==> config.mk <==
export PLATFORM = sky130hd
export DESIGN_NAME = gnms_cmp
export DESIGN_NICKNAME = d
export VERILOG_FILES = /design/src/rtl/gnms_pkg.sv /design/src/rtl/gnms_cmp.sv
export SDC_FILE = /design/constraint.sdc
export NUM_CORES = 2
export LEC_CHECK = 0
export BUFFER_PORTS_ARGS = -buffer_cell sky130_fd_sc_hd__buf_4
export CAP_MARGIN = 20
export CORE_ASPECT_RATIO = 1.1
export CORE_MARGIN = 2
export CORE_UTILIZATION = 58
export CTS_CLUSTER_SIZE = 20
export DETAILED_ROUTE_END_ITERATION = 12
export GPL_ROUTABILITY_DRIVEN = 0
export PLACE_DENSITY = 0.81
export SETUP_SLACK_MARGIN = 0.1
export SLEW_MARGIN = 20
export SYNTH_ARGS = -nofsm -noshare
export SYNTH_HDL_FRONTEND = slang
export SYNTH_SLANG_ARGS = --single-unit
==> constraint.sdc <==
create_clock -name clk_i -period 6.88 [get_ports clk_i]
set_clock_uncertainty 0.2 [all_clocks]
set_input_delay 0.344 -clock clk_i [delete_from_list [all_inputs] [get_ports clk_i]]
set_output_delay 0.344 -clock clk_i [all_outputs]
set_load 0.05 [all_outputs]
==> src/rtl/gnms_pkg.sv <==
// shared types, constants and state codes for the box suppression block
`default_nettype none

package gnms_pkg;

  localparam int unsigned CoordW   = 16;
  localparam int unsigned ClassW   = 8;
  localparam int unsigned AreaW    = 2 * CoordW;
  localparam int unsigned UnionW   = AreaW + 1;
  localparam int unsigned ThrW     = 16;
  localparam int unsigned ProdW    = ThrW + UnionW;
  localparam int unsigned IndexW   = 16;
  localparam int unsigned MaxKept  = 64;
  localparam int unsigned KeptIdxW = $clog2(MaxKept);
  localparam int unsigned KeptCntW = KeptIdxW + 1;
  localparam int unsigned CfgIdxW  = 1;
  localparam int unsigned CfgDataW = 16;

  localparam logic [ThrW-1:0] ThrReset = ThrW'(42598);

  // configuration register indexes
  localparam logic [CfgIdxW-1:0] CfgIouThr   = CfgIdxW'(0);
  localparam logic [CfgIdxW-1:0] CfgClassAgn = CfgIdxW'(1);

  typedef struct packed {
    logic signed [CoordW-1:0] x0;
    logic signed [CoordW-1:0] y0;
    logic signed [CoordW-1:0] x1;
    logic signed [CoordW-1:0] y1;
    logic [ClassW-1:0]        cls;
  } box_t;

  typedef struct packed {
    box_t             box;
    logic [AreaW-1:0] area;
  } kept_t;

  typedef enum logic [2:0] {
    StIdle,
    StDim,
    StArea,
    StScan,
    StDrain,
    StDone
  } state_e;

endpackage

`default_nettype wire

==> src/rtl/gnms_cmp.sv <==
// pipelined overlap test of the current box against one stored box per cycle
`default_nettype none

module gnms_cmp (
  input  wire                               clk_i,
  input  wire                               rst_ni,
  input  wire                               en_i,
  input  wire gnms_pkg::kept_t              entry_i,
  input  wire gnms_pkg::box_t               box_i,
  input  wire [gnms_pkg::AreaW-1:0]         area_i,
  input  wire [gnms_pkg::ThrW-1:0]          thr_i,
  input  wire                               agnostic_i,
  output logic                              hit_o,
  output logic                              busy_o
);

  localparam int unsigned CW = gnms_pkg::CoordW;

  logic signed [CW-1:0] lo_x, lo_y, hi_x, hi_y;
  logic signed [CW:0]   w_d, h_d;

  // stage 1: overlap extents
  logic                        v1_q;
  logic [CW-1:0]               w1_q, h1_q;
  logic                        pos1_q, match1_q;
  logic [gnms_pkg::AreaW-1:0]  karea1_q;
  // stage 2: intersection
  logic                        v2_q, match2_q;
  logic [gnms_pkg::AreaW-1:0]  inter2_q, karea2_q;
  // stage 3: union
  logic                        v3_q, match3_q;
  logic [gnms_pkg::AreaW-1:0]  inter3_q;
  logic [gnms_pkg::UnionW-1:0] uni3_q;
  // stage 4: threshold times union
  logic                        v4_q, match4_q;
  logic [gnms_pkg::AreaW-1:0]  inter4_q;
  logic [gnms_pkg::ProdW-1:0]  prod4_q;
  // stage 5: decision
  logic                        v5_q, hit5_q;
  logic [gnms_pkg::ProdW-1:0]  lhs4;

  always_comb begin
    lo_x = (box_i.x0 > entry_i.box.x0) ? box_i.x0 : entry_i.box.x0;
    lo_y = (box_i.y0 > entry_i.box.y0) ? box_i.y0 : entry_i.box.y0;
    hi_x = (box_i.x1 < entry_i.box.x1) ? box_i.x1 : entry_i.box.x1;
    hi_y = (box_i.y1 < entry_i.box.y1) ? box_i.y1 : entry_i.box.y1;
    w_d  = $signed({hi_x[CW-1], hi_x}) - $signed({lo_x[CW-1], lo_x});
    h_d  = $signed({hi_y[CW-1], hi_y}) - $signed({lo_y[CW-1], lo_y});
    lhs4 = gnms_pkg::ProdW'({inter4_q, 16'h0000});
  end

  always_ff @(posedge clk_i or negedge rst_ni) begin
    if (!rst_ni) begin
      v1_q <= 1'b0;
      v2_q <= 1'b0;
      v3_q <= 1'b0;
      v4_q <= 1'b0;
      v5_q <= 1'b0;
    end else begin
      v1_q <= en_i;
      v2_q <= v1_q;
      v3_q <= v2_q;
      v4_q <= v3_q;
      v5_q <= v4_q;
    end
  end

  always_ff @(posedge clk_i) begin
    w1_q     <= w_d[CW-1:0];
    h1_q     <= h_d[CW-1:0];
    pos1_q   <= !w_d[CW] && (w_d != '0) && !h_d[CW] && (h_d != '0);
    match1_q <= agnostic_i || (entry_i.box.cls == box_i.cls);
    karea1_q <= entry_i.area;

    inter2_q <= pos1_q ? (gnms_pkg::AreaW'(w1_q) * gnms_pkg::AreaW'(h1_q)) : '0;
    karea2_q <= karea1_q;
    match2_q <= match1_q;

    // intersection never exceeds either area, so the union stays non-negative
    uni3_q   <= gnms_pkg::UnionW'(area_i) + gnms_pkg::UnionW'(karea2_q)
                - gnms_pkg::UnionW'(inter2_q);
    inter3_q <= inter2_q;
    match3_q <= match2_q;

    prod4_q  <= gnms_pkg::ProdW'(thr_i) * gnms_pkg::ProdW'(uni3_q);
    inter4_q <= inter3_q;
    match4_q <= match3_q;

    hit5_q   <= match4_q && (lhs4 > prod4_q);
  end

  assign hit_o  = v5_q && hit5_q;
  assign busy_o = v1_q || v2_q || v3_q || v4_q || v5_q;

endmodule

`default_nettype wire

Word level (Yosys, flattened, before mapping)
Cells that the tools add are included. Widths: inputs -> output; s select.

Eq/ne operators: 1. Mux-type cells: 4. Reduce and logical (&&, ||, !) cells: 14. Magnitude comparators: 5. Multiply operators: 2. Add/sub/neg operators: 4.

Operator list (count): $mux 16 (4); $gt 48x49->1 (1); $mul 16x33->49 (1); $reduce_bool 17->1 (2); $sub 16x16->17 (2); $add 32x32->33 (1); $sub 33x32->33 (1); $gt 16x16->1 (2); $lt 16x16->1 (2); $mul 16x16->32 (1); $eq 8x8->1 (1); $logic_and 1x1->1 (5); $logic_or 1x1->1 (5); $logic_not 1->1 (2).

Bits in registers: 285. Output and inout port bits: 2. Logic and storage cells: 50. Bits of input ports: 228.

Logic depth before layout (Yosys ltp)
Depth in word-level cells: 7. Gate-level depth with buffers: 25. Mapped depth without buffers: 24.

Worst setup path before layout
Ideal clock, no wire load.

Kind: register -> register. Start: reg uni3_q[10] (netlist name). End: reg prod4_q[46] (netlist name). Buffers on the path: 1. Library setup time: 120 ps. Data required time: 6560 ps. Path slack: 416 ps. Clock period less this slack: 6464 ps. Data arrival time: 6144 ps. Cell stages (with the launch flop): 23. Path through: dfxtp_1 -> clkbuf_1 -> nand2_1 -> fa_1 -> fa_1 -> fa_1 -> fa_1 -> inv_1 -> fa_1 -> inv_1 -> fa_1 -> inv_1 -> ha_1 -> nand4_1 -> a21oi_1 -> a41oi_1 -> a21oi_1 -> a31oi_1 -> o311ai_1 -> o31a_1 -> nand4_1 -> a311o_1 -> xnor2_1.

Word-level cells in the longest chain between the ends: 1.

Ends and longest elaborated chain: from (decl) (line gnms_cmp.sv:33) `logic [gnms_pkg::UnionW-1:0] uni3_q;`; from (signal assigned) (line gnms_cmp.sv:80) `uni3_q <= gnms_pkg::UnionW'(area_i) + gnms_pkg::UnionW'(karea2_q)`; $mul 16x33->49 (line gnms_cmp.sv:85) `prod4_q <= gnms_pkg::ProdW'(thr_i) * gnms_pkg::ProdW'(uni3_q);`; to (signal assigned) (line gnms_cmp.sv:85); to (decl) (line gnms_cmp.sv:37) `logic [gnms_pkg::ProdW-1:0] prod4_q;`.

No other way between the ends. A chain may end at the register's enable or synchronous reset.

Final worst setup path
Start: reg uni3_q[7] (netlist name). End: reg prod4_q[46] (netlist name).

Same word-level chain as after synthesis.

==> summary.txt <==
Outcome
  – Status: finished, final reports clean

Timing
  – Final hold violations: 0
  – Final count of negative-setup-slack endpoints: 0
  – Max Slew Vio Count: 0
  – Final TNS setup: 0 ns
  – Rel. slew slack: about 29%
  – Slew @ Worst Pin: approximately 1.1 ns
  – Crit share post-route: a little over nine tenths
  – Worst Slack Setup Final: between 0.2 and 0.25 ns
  – Final min period: approximately 6.6 ns
  – FMAX: approximately 0.15 GHz
  – RSZ-0062 raised after global routing: true

Global route
  – Initial antenna violation count: 0
  – First-pass GRT wire length: between 100000 and 150000 microns
  – Largest net degree at the start of global routing: 34
  – Tot GR Track Use: a little over a quarter
  – Total congestion overflow: 0
  – Vias in the first global route: between 30000 and 40000

CTS
  – H-tree levels: 1
  – CTS tree: yes
  – Clk sinks: 285
  – CTS Root Cell: clkbuf_16
  – Num CTS Buffers: 26
  – Clock Tree Buf Depth: 3
  – Worst-path clk slew: roughly 0.070 ns
  – Clock Latency Late Sink: around 0.57 ns

Worst setup path
  – Crit path buf inv count: 7
  – Most frequent CP cell: fa_1
  – Slowest CP cell: fa_1
  – CP max FO: 6
  – Crit path kind: reg -> reg
  – Critical path required time: around 7.1 ns
  – CP endpoint kind: flip-flop
  – Worst-path cell chain: buf_4, buf_4, buf_4, nand2_1, fa_1, inv_1, fa_1, fa_1, fa_1, fa_1, inv_1, fa_1, inv_1, ha_2, o21a_1, o22ai_1, a21oi_2, a31oi_2, o311ai_1, buf_4, o31a_1, nand4_1, a311o_1, xnor2_1
  – CP max stage delay: around 0.59 ns
  – Critical Path AT: 6.87 ns
  – CP delay by family, top: adder cells
  – CP startpoint kind: flip-flop

Logic synthesis
  – Most frequent cell after synthesis: inv_1
  – Post-synth top area cell: fa_1
  – Asr flop ratio synth: approximately 1.8%
  – Post-synth EDFFs: 0
  – Top post-synthesis cells by area: fa_1 35%, dfxtp_1 15%, ha_1 13%, inv_1 9.4%, and2_1 5.4%
  – Seq/Total Area, Yosys: approximately 15%
  – Top-area cell type share of the netlist area: between 30% and 40%
  – Distinct cells, synth: 75
  – Average instance area after synthesis: ~9.1 sq um
  – Syn nets: roughly 5500
  – Synthesized area: around 0.038 sq mm
  – Yosys warnings: 0
  – Main synth FF type: dfxtp_1
  – Commonest cells post-synth: 951 x inv_1, 660 x fa_1, 543 x nand2_1
  – Synthesized instance count: ~4200
  – FF+latch count, synth: 285

Die
  – Die X: 248.2 microns
  – Die Y: about 270 microns
  – I/O pins: 230
  – Initial Utilization: 58.54%
  – Core area: ~0.065 sq mm
  – # rows: 98
  – Die footprint: 0.06766 sq mm

Finish
  – Area Growth Syn to Fin: 12.11%
  – N_diodes: 0
  – NumNets Final: around 5700
  – FF/Latch Area: between 0.005 and 0.006 sq mm
  – Area of the multi-input gates: around 0.028 sq mm
  – Fillers: 4912
  – Layout cells sized above 1: a little over a tenth

Placed design
  – IO Port Bufs: about 230
  – DP HPWL: ~74000 microns
  – Post-Place Worst Slack: between 0.06 and 0.07 ns

Drt
  – Final wirelength: roughly 89000 microns
  – WL per Instance: ~17 microns
  – Detail Route Antenna Nets: 0
  – Iteration-0 DRC Markers: between 1500 and 2000
  – Residual DRC: 0
  – DR vias/cell: between 5 and 6
  – Router iterations before antenna repair: 5
  – Routed via count: 28490

Flow run
  – Max-cap viol count: 0

Hold path
  – Worst hold path class: in -> reg
[path summary, 6_finish.rpt]
check                      cells after the start      endpoint  slack (ns)         start
setup / recovery                              24   prod4_q[46]        0.24     uni3_q[7]
hold / removal                                 4       w1_q[0]        0.05     box_i[56]
setup reg to reg                              24   prod4_q[46]        0.24     uni3_q[7]
hold reg to reg                                0  karea2_q[31]        0.12  karea1_q[31]
max in group asynchronous                      3          v1_q        5.80        rst_ni
min in group asynchronous                      3          v3_q        0.50        rst_ni
[cell usage in the layout (no fill, tap or decap), types with 7 or more instances in the layout]
cell,Yosys,layout
xnor2_1,80,80
o21ai_0,57,55
nand4_1,28,28
nand2b_1,21,21
dlygate4sd3_1,0,38
inv_1,951,951
xor2_1,45,45
nand2_1,543,543
nand3_1,29,29
o211ai_1,10,10
a31oi_1,17,12
mux2_1,9,9
o21ai_1,17,19
a21oi_1,124,118
fa_1,660,658
clkbuf_16,0,26
dfxtp_4,0,7
a21oi_2,1,7
ha_1,384,378
or4_1,10,10
dfxtp_2,0,21
a211oi_1,13,11
nor2_1,78,78
mux2_2,23,23
and2_1,331,330
nor2b_1,28,28
mux2i_1,34,34
o21a_1,13,13
a21o_1,103,103
dfxtp_1,280,252
o21bai_1,18,18
nor3_1,29,29
buf_4,0,328
and3_1,16,16
[final cells by class]
cell class	instances	area share, %
Inverter	951	8.369
Tap cell	850	2.493
Sequential cell	285	13.56
Timing Repair Buffer	370	6.811
Multi-Input combinational cell	2814	66.59
Clock inverter	18	0.5456
Clock buffer	30	1.631
[tightest hold or removal path: cells and delay by family]
| family | cells | cell delay, ns |
|---|---|---|
| buffers and inverters | 2 | 0.12 |
| multiplexers | 1 | 0.15 |
| adder cells (fa/ha/maj) | 1 | 0.15 |
[per-layer routing]
layer / wire (microns) / track usage (%) / up-vias
met3: 6272 / 4.449 / 168
met4: 2415 / 7.519 / 0
met2: 45610 / 49.18 / 1032
met5: 0 / 0 / -
li1: - / - / 13300
met1: 34440 / 33.47 / 13990
[stage by stage]
step | cell area (sq um) | cells | hold WS (ns) | util, %
final | 42650 | 5318 | 0.05041 | 65.63
after global routing | 42650 | 5318 | 0.05873 | 65.63
after CTS | 42390 | 5308 | 0.02574 | 65.23
after detailed placement | 41070 | 5222 | -0.05355 | 63.19
after global placement | 41070 | 5222 | -0.05532 | 63.19
after floorplan | 38050 | 4181 | -0.1516 | -
[repair_timing]
action | CTS | global route
buffers inserted | 0 | 10
gates resized for setup | 5 | 57
hold endpoints to repair | 40 | 0
hold buffers | 38 | 0
endpoints found under the setup margin | 3 | 23
pin swaps | 0 | 19
[registers in the layout, summed over array words and instances (netlist names), 16 cells and up]
name and cells:
inter3_q 32, uni3_q 33, karea2_q 32, prod4_q 49
w1_q 16, inter4_q 32, inter2_q 32, karea1_q 32
h1_q 16
[cells by family after synthesis]
kind of cell	Yosys count	share of synthesized area, %
and+or+nand+nor	1145	14.71
buffers and inverters	1082	10.69
adders and majority gates	1044	47.36
AOI/OAI and AO/OA	433	7.419
DFF	285	15.06
xor gates and xnor gates	126	2.920
muxes	66	1.842
Power is left out: the tool's default activity adds up to more than one toggle a clock period on the data nets, which glitch-free logic cannot reach.
